`config.mk`:
```
export PLATFORM = sky130hd
export DESIGN_NAME = signed_to_negative_base_digits_unit
export DESIGN_NICKNAME = d
export VERILOG_FILES = /design/src/rtl/nbd_pkg.sv /design/src/rtl/nbd_div.sv /design/src/rtl/signed_to_negative_base_digits_unit.sv
export SDC_FILE = /design/constraint.sdc
export NUM_CORES = 1
export LEC_CHECK = 0
export BUFFER_PORTS_ARGS = -buffer_cell sky130_fd_sc_hd__buf_4
export CAP_MARGIN = 10
export CORE_MARGIN = 4
export CORE_UTILIZATION = 45
export DETAILED_ROUTE_END_ITERATION = 16
export GPL_TIMING_DRIVEN = 0
export HOLD_SLACK_MARGIN = 0.15
export SYNTH_ARGS = -nofsm -noshare
export SYNTH_HDL_FRONTEND = slang
export SYNTH_SLANG_ARGS = --single-unit
```
`constraint.sdc`:
```
create_clock -name clk -period 6.45 [get_ports clk]
set_input_delay 1.29 -clock clk [delete_from_list [all_inputs] [get_ports clk]]
set_output_delay 1.29 -clock clk [all_outputs]
set_load 0.05 [all_outputs]
```
`src/rtl/nbd_pkg.sv`:
```
// ----------------------------------------------------------------------------
// Negative-base digit converter package
// Shared widths, limits and the request/response bundles of the divider.
// ----------------------------------------------------------------------------
`default_nettype none

package nbd_pkg;

  localparam int VALUE_W    = 64;
  localparam int BASE_W     = 9;
  localparam int DIGIT_W    = 8;
  localparam int POS_W      = 6;
  localparam int MAX_DIGITS = 64;
  localparam int STEP_W     = 6;   // counts VALUE_W divider steps

  localparam logic [BASE_W-1:0] BASE_MIN   = BASE_W'(2);
  localparam logic [BASE_W-1:0] BASE_MAX   = BASE_W'(256);
  localparam logic [BASE_W-1:0] BASE_RESET = BASE_W'(2);

  // Request towards the divider
  typedef struct packed {
    logic                start;
    logic [VALUE_W-1:0]  dividend;
    logic [BASE_W-1:0]   divisor;
  } div_req_t;

  // Response from the divider
  typedef struct packed {
    logic                done;
    logic [VALUE_W-1:0]  quotient;
    logic [BASE_W-1:0]   remainder;
  } div_rsp_t;

  // Clamp the raw register into the legal base range
  function automatic logic [BASE_W-1:0] eff_base(input logic [BASE_W-1:0] raw);
    logic [BASE_W-1:0] b;
    b = raw;
    if (raw < BASE_MIN) b = BASE_MIN;
    if (raw > BASE_MAX) b = BASE_MAX;
    return b;
  endfunction

endpackage

`default_nettype wire

```
`src/rtl/nbd_div.sv`:
```
// ----------------------------------------------------------------------------
// Bit-serial unsigned divider
// Restoring division of a 64-bit magnitude by a 9-bit base, one quotient bit
// per cycle; done pulses once quotient and remainder are final.
// ----------------------------------------------------------------------------
`default_nettype none

module nbd_div (
  input  wire logic            clk,
  input  wire logic            rst_n,
  input  wire nbd_pkg::div_req_t req,
  output nbd_pkg::div_rsp_t    rsp
);

  logic                          run_r, run_nxt;
  logic                          done_r, done_nxt;
  logic [nbd_pkg::STEP_W-1:0]    cnt_r, cnt_nxt;
  logic [nbd_pkg::VALUE_W-1:0]   dq_r, dq_nxt;
  logic [nbd_pkg::BASE_W-1:0]    rem_r, rem_nxt;
  logic [nbd_pkg::BASE_W-1:0]    div_r, div_nxt;
  logic [nbd_pkg::BASE_W:0]      rem_sh;
  logic                          ge;

  // Shift in the next dividend bit and trial-subtract the divisor
  assign rem_sh = {rem_r, dq_r[nbd_pkg::VALUE_W-1]};
  assign ge     = (rem_sh >= {1'b0, div_r});

  always_comb begin
    run_nxt  = run_r;
    done_nxt = 1'b0;
    cnt_nxt  = cnt_r;
    dq_nxt   = dq_r;
    rem_nxt  = rem_r;
    div_nxt  = div_r;
    if (req.start) begin
      run_nxt = 1'b1;
      cnt_nxt = '0;
      dq_nxt  = req.dividend;
      rem_nxt = '0;
      div_nxt = req.divisor;
    end else if (run_r) begin
      rem_nxt = ge ? nbd_pkg::BASE_W'(rem_sh - {1'b0, div_r})
                   : rem_sh[nbd_pkg::BASE_W-1:0];
      dq_nxt  = {dq_r[nbd_pkg::VALUE_W-2:0], ge};
      cnt_nxt = cnt_r + 1'b1;
      if (cnt_r == nbd_pkg::STEP_W'(nbd_pkg::VALUE_W - 1)) begin
        run_nxt  = 1'b0;
        done_nxt = 1'b1;
      end
    end
  end

  // Control state
  always_ff @(posedge clk) begin
    if (!rst_n) begin
      run_r  <= 1'b0;
      done_r <= 1'b0;
      cnt_r  <= '0;
    end else begin
      run_r  <= run_nxt;
      done_r <= done_nxt;
      cnt_r  <= cnt_nxt;
    end
  end

  // Datapath
  always_ff @(posedge clk) begin
    dq_r  <= dq_nxt;
    rem_r <= rem_nxt;
    div_r <= div_nxt;
  end

  assign rsp.done      = done_r;
  assign rsp.quotient  = dq_r;
  assign rsp.remainder = rem_r;

  // Completion follows the final step of a run
  a_done_after_run: assert property (@(posedge clk) disable iff (!rst_n)
    done_r |-> $past(run_r)) else $error("divider done without a run");

  // Remainder is always reduced below the divisor on completion
  a_rem_reduced: assert property (@(posedge clk) disable iff (!rst_n)
    done_r |-> (rem_r < div_r)) else $error("divider remainder not reduced");

  // No overlapping runs and completion
  a_no_overlap: assert property (@(posedge clk) disable iff (!rst_n)
    done_r |-> !run_r) else $error("divider still running when done");

endmodule

`default_nettype wire

```
`src/rtl/signed_to_negative_base_digits_unit.sv`:
```
// ----------------------------------------------------------------------------
// Signed to negative-base digit converter
// Per digit: a launch state, then a bit-serial divide in nbd_div, then a
//   registered emit; the next digit launches when the emit is decided.
//   An item yields up to 64 digits, one after another.
// Throughput: one item at a time; busy stays high until the last digit.
// Results cannot be stalled: each digit is shown for one cycle on out_valid.
// Reset: synchronous active-low rst_n; base returns to 2, sequencer to idle.
// ----------------------------------------------------------------------------
`default_nettype none

module signed_to_negative_base_digits_unit (
  input  wire logic                          clk,
  input  wire logic                          rst_n,
  // input transaction
  input  wire logic                          start,
  output logic                               busy,
  input  wire logic [nbd_pkg::VALUE_W-1:0]   in_value,
  // result transaction
  output logic                               out_valid,
  output logic [nbd_pkg::DIGIT_W-1:0]        out_digit,
  output logic [nbd_pkg::POS_W-1:0]          out_digit_position,
  output logic                               out_last_digit,
  // configuration
  input  wire logic                          cfg_valid,
  output logic                               cfg_ready,
  input  wire logic [nbd_pkg::BASE_W-1:0]    cfg_data
);

  localparam logic [1:0] ST_IDLE   = 2'd0;
  localparam logic [1:0] ST_LAUNCH = 2'd1;
  localparam logic [1:0] ST_WAIT   = 2'd2;

  logic [1:0]                    state_r, state_nxt;
  logic [nbd_pkg::BASE_W-1:0]    base_r;
  logic [nbd_pkg::VALUE_W-1:0]   q_r, q_nxt;
  logic [nbd_pkg::POS_W-1:0]     pos_r, pos_nxt;
  logic                          ov_r, ov_nxt;
  logic [nbd_pkg::DIGIT_W-1:0]   od_r, od_nxt;
  logic [nbd_pkg::POS_W-1:0]     op_r, op_nxt;
  logic                          ol_r, ol_nxt;

  nbd_pkg::div_req_t             req;
  nbd_pkg::div_rsp_t             rsp;

  logic                          neg;
  logic [nbd_pkg::BASE_W-1:0]    b_eff;
  logic                          rnz;
  logic [nbd_pkg::BASE_W-1:0]    r;
  logic [nbd_pkg::VALUE_W-1:0]   q_new;
  logic                          last;

  assign busy      = (state_r != ST_IDLE);
  assign cfg_ready = !busy;

  // Base register
  always_ff @(posedge clk) begin
    if (!rst_n) begin
      base_r <= nbd_pkg::BASE_RESET;
    end else if (cfg_valid && cfg_ready) begin
      base_r <= cfg_data;
    end
  end

  assign b_eff = nbd_pkg::eff_base(base_r);
  assign neg   = q_r[nbd_pkg::VALUE_W-1];

  // Divide the magnitude of the current quotient by the base
  assign req.start    = (state_r == ST_LAUNCH);
  assign req.dividend = neg ? (~q_r + 1'b1) : q_r;
  assign req.divisor  = b_eff;

  nbd_div u_div (
    .clk   (clk),
    .rst_n (rst_n),
    .req   (req),
    .rsp   (rsp)
  );

  // Force the digit non-negative and form the exact next quotient
  assign rnz   = (rsp.remainder != '0);
  assign r     = (neg && rnz) ? nbd_pkg::BASE_W'(b_eff - rsp.remainder) : rsp.remainder;
  assign q_new = neg ? (rsp.quotient + nbd_pkg::VALUE_W'(rnz))
                     : (~rsp.quotient + 1'b1);
  assign last  = (q_new == '0) ||
                 (pos_r == nbd_pkg::POS_W'(nbd_pkg::MAX_DIGITS - 1));

  // Sequencer
  always_comb begin
    state_nxt = state_r;
    q_nxt     = q_r;
    pos_nxt   = pos_r;
    ov_nxt    = 1'b0;
    od_nxt    = od_r;
    op_nxt    = op_r;
    ol_nxt    = ol_r;
    case (state_r)
      ST_IDLE: begin
        if (start) begin
          q_nxt     = in_value;
          pos_nxt   = '0;
          state_nxt = ST_LAUNCH;
        end
      end
      ST_LAUNCH: begin
        state_nxt = ST_WAIT;
      end
      ST_WAIT: begin
        if (rsp.done) begin
          ov_nxt  = 1'b1;
          od_nxt  = r[nbd_pkg::DIGIT_W-1:0];
          op_nxt  = pos_r;
          ol_nxt  = last;
          q_nxt   = q_new;
          pos_nxt = pos_r + 1'b1;
          state_nxt = last ? ST_IDLE : ST_LAUNCH;
        end
      end
      default: begin
        state_nxt = ST_IDLE;
      end
    endcase
  end

  // Control state
  always_ff @(posedge clk) begin
    if (!rst_n) begin
      state_r <= ST_IDLE;
      ov_r    <= 1'b0;
      q_r     <= '0;
      pos_r   <= '0;
    end else begin
      state_r <= state_nxt;
      ov_r    <= ov_nxt;
      q_r     <= q_nxt;
      pos_r   <= pos_nxt;
    end
  end

  // Result payload
  always_ff @(posedge clk) begin
    od_r <= od_nxt;
    op_r <= op_nxt;
    ol_r <= ol_nxt;
  end

  assign out_valid          = ov_r;
  assign out_digit          = od_r;
  assign out_digit_position = op_r;
  assign out_last_digit     = ol_r;

  // A digit is only emitted on divider completion
  a_emit_on_done: assert property (@(posedge clk) disable iff (!rst_n)
    ov_r |-> $past(rsp.done)) else $error("digit emitted without division");

  // Final digit returns the sequencer to idle
  a_last_idles: assert property (@(posedge clk) disable iff (!rst_n)
    (ov_r && ol_r) |-> !busy) else $error("busy after final digit");

  // An accepted transaction starts a divide on the next cycle
  a_start_launch: assert property (@(posedge clk) disable iff (!rst_n)
    (start && !busy) |=> req.start) else $error("accepted item not launched");

endmodule

`default_nettype wire

```
Word level (Yosys, flattened, before mapping) --
Index checks and enable logic that the tools add are counted.
Storage, ports and cells: register bits 187, output and inout bits 18
Cells by class: equal/unequal tests 6, reductions and logical operators 16, mux-type cells 23, order comparisons 3, bitwise logic cells 4, add/sub/neg operators 7
Operators by type and width (number):
- $mux 64 | 6
- $add 64x1->64 const B | 2
- $not 64->64 | 2
- $pmux 64 s2 | 1
- $add 64x1->64 | 1
- $logic_not 64->1 | 1
- $mux 9 | 3
- $add 6x1->6 const B | 2
- $eq 6x6->1 const B | 2
- $mux 6 | 2
- $pmux 6 s2 | 1
- $ge 10x9->1 | 1
- $gt 9x9->1 const B | 1
- $lt 9x2->1 const B | 1
- $reduce_bool 9->1 | 1
- $sub 9x9->9 | 1
- $mux 8 | 1
- $sub 8x8->8 | 1
- $mux 1 | 6
- $pmux 2 s3 | 1
- $reduce_and 2->1 | 3
- $reduce_bool 2->1 | 3
- $mux 2 | 2
- $reduce_and 3->1 | 1
- 11 further kinds | 13

Logic depth before layout (Yosys ltp) --
depth after elaboration 8, mapped depth 15

Hierarchy --
From an unflattened synthesis, not the netlist that was laid out.
Unflattened totals: cell total of the unflattened synthesis 1611, area total of the unflattened synthesis 13367.8 sq um
By module, submodules not included:
- signed_to_negative_base_digits_unit | area each 9213.8 sq um, times used 1, cells an instance 1318
- nbd_div | area each 4154.0 sq um, times used 1, cells an instance 293

Worst setup path after synthesis --
No wires, ideal clock.
path kind register to register, start reg u_div.rem_r[1] (netlist name), end reg state_r[0], clock period less this slack 3.264 ns, buffers on the path 0, slack 3.186 ns, required time 6.316 ns, stages on the path, launching flop included 14, arrival time 3.131 ns, cells stage by stage dfxtp_1 nor3_1 nand3_1 ha_1 nand4_1 or4_1 nor4_4 a21o_1 a21oi_1 or4b_1 nor4_1 nand4_1 nand4_1 a211oi_1
Between the ends: cells in the longest elaborated chain, start to end 8
RTL lines:
- start: declaration | line nbd_div.sv:19 | logic [nbd_pkg::BASE_W-1:0] rem_r, rem_nxt;
- start signal: assignment | line nbd_div.sv:69 | rem_r <= rem_nxt;
- $reduce_bool 9->1 | line signed_to_negative_base_digits_unit.sv:81 | assign rnz = (rsp.remainder != '0);
- $add 64x1->64 | line signed_to_negative_base_digits_unit.sv:83 | assign q_new = neg ? (rsp.quotient + nbd_pkg::VALUE_W'(rnz))
- $mux 64 | line signed_to_negative_base_digits_unit.sv:83
- $logic_not 64->1 | line signed_to_negative_base_digits_unit.sv:85 | assign last = (q_new == '0) ||
- $logic_or 1x1->1 | line signed_to_negative_base_digits_unit.sv:85
- $mux 1 | line signed_to_negative_base_digits_unit.sv:116 | state_nxt = last ? ST_IDLE : ST_LAUNCH;
- $mux 2 | line signed_to_negative_base_digits_unit.sv:109 | if (rsp.done) begin
- $pmux 2 s3 | line signed_to_negative_base_digits_unit.sv:97 | case (state_r)
- end signal: assignment | line signed_to_negative_base_digits_unit.sv:133 | state_r <= state_nxt;
- end: declaration | line signed_to_negative_base_digits_unit.sv:34 | logic [1:0] state_r, state_nxt;
No other way between the ends. The select of a mux whose other input is x is not followed. A chain may end at the register's enable or synchronous reset.

Final worst setup path --
Ends and elaborated chain as after synthesis.

==> run_results.csv <==
group,metric,value,unit
status,status,"complete, no violations",
global_routing,grt_pass1_vias,12736,
power,power.leakage,5.36,nW
worst_setup_path,path_common_cell,"nand4_1",
synthesis,ys_ff_latch,187,
die,io_pins,95,
drt,vias,13771,
synthesis,netlist.area_leader.share,20.1,%
die,core,0.0287,mm^2
die,start_util,45.7,%
worst_setup_path,crit_arrival,5.48,ns
drt,ant_nets,0,
die,die_h,179,um
cts,numCtsBuffers,17,
drt,wl_per_cell,24.8,um
worst_setup_path,cp-start-kind,"flop",
synthesis,yosysSeqAreaShare,35.2,%
timing,hold_viol,0,
global_routing,grt.overflow.total,0,
global_routing,track_usage,33.4,%
synthesis,syn_inst,1671,
finish,antenna_cells,0,
worst_setup_path,cp_slowest_cell,"nor4_1",
global_routing,grt_antenna_before_repair,0,
die,rows,62,
global_routing,grt_max_degree,65,
worst_setup_path,crit_family,"simple AND/OR/NAND/NOR gates",
die,die_x,179,um
drt,drt-pass1-iter-count,5,
synthesis,ys_types,75,
synthesis,synth.most_common_cell,"nand2_1",
power,peakVddDrop,0.184,mV
synthesis,synth_commonest_cells,"nand2_1, nor2_1, o21ai_0",
worst_setup_path,cp_max_fo,7,
worst_setup_path,cp_num_buf_inv,0,
timing,min_period,5.15,ns
cts,ctsResizeCount,0,
placed_design,io_buffers,94,
global_routing,grt_pass1_wl,79.4,mm
die,die-area,0.0320,mm^2
synthesis,synth-async-reset-ratio,0,%
run,cap_viol_max_count,0,
timing,finClkSkew,0.0148,ns
cts,root_buffer,"clkbuf_16",
cts,clk_pin_slew,0.09,ns
timing,fmaxAchievable,194,MHz
placed_design,hpwl,40.9,mm
finish,drive_above_1_share,9.45,%
power,power.density,259,mW/mm^2
finish,postLayoutCoreUtil,52.0,%
drt,viasPerCell,6.31,
synthesis,yosysTopAreaCell,"edfxtp_1",
synthesis,yosysWarnings,0,
timing,min_period_over_period,79.8,%
synthesis,synth_edf_count,88,
cts,cts_hold_buf,0,
worst_setup_path,critical_path_required,6.79,ns
cts,numClockSinks,187,
drt,drt-total-wl,54.2,mm
cts,cts_max_level,4,
synthesis,synth_flop_cell,"dfxtp_1",
synthesis,syn_area_per_cell,7.85,um^2
synthesis,synthesis.nets,1772,
synthesis,synth_area,0.0131,mm^2
timing,worst_pin_slew,1.36,ns
synthesis,synthTopCellsByArea,"edfxtp_1, dfxtp_1, nand2_1, nor2_1, xor2_1",
placed_design,gp_congestion,1.01,
timing,drv_slew,0,
cts,cts_tree,"done",
timing,setup_viol,0,
timing,fin_tns_setup,0,ns
worst_setup_path,crit_path_cell_trace,"nor3_1 -> nand3_1 -> ha_1 -> nand4_1 -> nor4_1 -> nand4_1 -> and3_1 -> nor4_1 -> o2111ai_1 -> nor4_1 -> nand4_1 -> nand4_1 -> a211oi_1",
worst_setup_path,critical_path_class,"flop to flop",
finish,area.growth.synth_to_final,13.8,%
timing,relSlewSlack,8.50,%
drt,drc,0,
worst_setup_path,max_stage_delay,1.20,ns
cts,cts_buffer_depth,2,
hold_path,hp-class,"flop to flop",
cts,clkLatencyLatePin,0.48,ns
worst_setup_path,worstSetupEndpointType,"flop",
timing,rsz0062_at_grt,"no",
cts,cts_setup_buffers,0,
drt,dr.first_iter.drc_count,1365,
finish,nNetsFinal,1886,
[stage by stage]
stage	power, mW	std cells	instance area (um^2)	worst slack (ns)	hold slack (ns)
floorplan	2.34	1671	13100	3.19	0.437
global route	4.04	2182	14900	0.997	0.498
global placement	2.73	2149	14300	1.49	0.448
detailed placement	2.74	2149	14300	1.59	0.452
CTS	3.84	2181	14900	1.53	0.464
finish	3.86	2182	14900	1.30	0.463
[logic make-up after synthesis]
kind of cell / Yosys count / share of synthesized area (%)
AO/OA/AOI/OAI: 408 / 19.9
flip-flops: 187 / 35.2
XOR/XNOR: 114 / 7.61
AND/OR/NAND/NOR: 749 / 28.7
buffers and inverters: 179 / 5.35
multiplexers: 10 / 0.772
adder cells (fa/ha/maj): 24 / 2.40
[power by group]
group | internal [mW] | leakage, nW | switching (mW)
clock network | 0.531 | 0.299 | 0.574
logic | 0.433 | 3.42 | 0.812
registers | 1.38 | 1.64 | 0.129
total | 2.35 | 5.36 | 1.51
[state kept, by name, indices dropped and copies added (netlist names)]
register	flops
u_div.rem_r	9
state_r	2
u_div.run_r	1
out_last_digit	1
out_digit_position	6
out_digit	8
out_valid	1
pos_r	6
u_div.cnt_r	6
u_div.done_r	1
base_r	9
u_div.div_r	9
q_r	64
u_div.dq_r	64
[path summary, 6_finish.rpt]
| check | from | end | slack, ns | cells after the start |
|---|---|---|---|---|
| worst min-delay path | base_r[0] | base_r[0] | 0.46 | 2 |
| worst max register to register | u_div.rem_r[1] | state_r[0] | 1.30 | 13 |
| worst max-delay path | u_div.rem_r[1] | state_r[0] | 1.30 | 13 |
| worst min register to register | base_r[0] | base_r[0] | 0.46 | 2 |
[cell usage in the layout (no fill, tap or decap), types with 9 or more instances in the layout]
cell type	netlist	routed
inv_1	49	49
xnor2_1	32	32
edfxtp_1	88	88
nor4_1	49	49
and3_1	20	20
or3_1	31	31
xor2_1	82	82
buf_4	0	94
nor2b_1	15	15
and4_1	11	11
a31oi_1	15	15
nor2_1	193	193
nand3_1	40	40
o31ai_1	24	24
a21oi_1	87	87
nand2b_1	17	16
a311oi_1	16	16
o41ai_1	11	11
or4_1	21	21
clkbuf_16	0	17
buf_2	12	12
dfxtp_1	99	99
a22oi_1	12	12
clkbuf_1	104	104
nand2_1	212	212
a211oi_1	35	35
o21a_1	9	9
nand4_1	55	55
mux2i_1	9	9
buf_1	10	10
o21ai_0	124	124
o211ai_1	16	16
nor3_1	44	44
ha_1	22	22
[worst register-to-register path: stages (launching register included)]
cell       delay [ns]
dfxtp_1          0.47
nor3_1           0.11
nand3_1          0.18
ha_1             0.23
nand4_1          0.29
nor4_1           1.20
nand4_1          0.22
and3_1           0.28
nor4_1           0.74
o2111ai_1        0.21
nor4_1           0.51
nand4_1          0.30
nand4_1          0.18
a211oi_1         0.08
[final cells by class]
type / count / area, um^2
timing repair buffer: 95 / 721
sequential: 187 / 4620
tap: 384 / 480
fill: 2938 / 13800
inverter: 51 / 191
clock inverter: 15 / 181
buffer: 128 / 510
multi-input combinational: 1305 / 7800
clock buffer: 17 / 425
[routing by layer]
metal / GRT usage, % / vias to the layer above / part of all wire (%)
met5: 0 / - / 0
met4: 15.2 / 0 / 4.6
met3: 6.96 / 144 / 8.8
met2: 51.8 / 673 / 44
met1: 44.8 / 6565 / 42
li1: - / 6389 / -
Note: power is estimated with default switching activity, not from simulation.
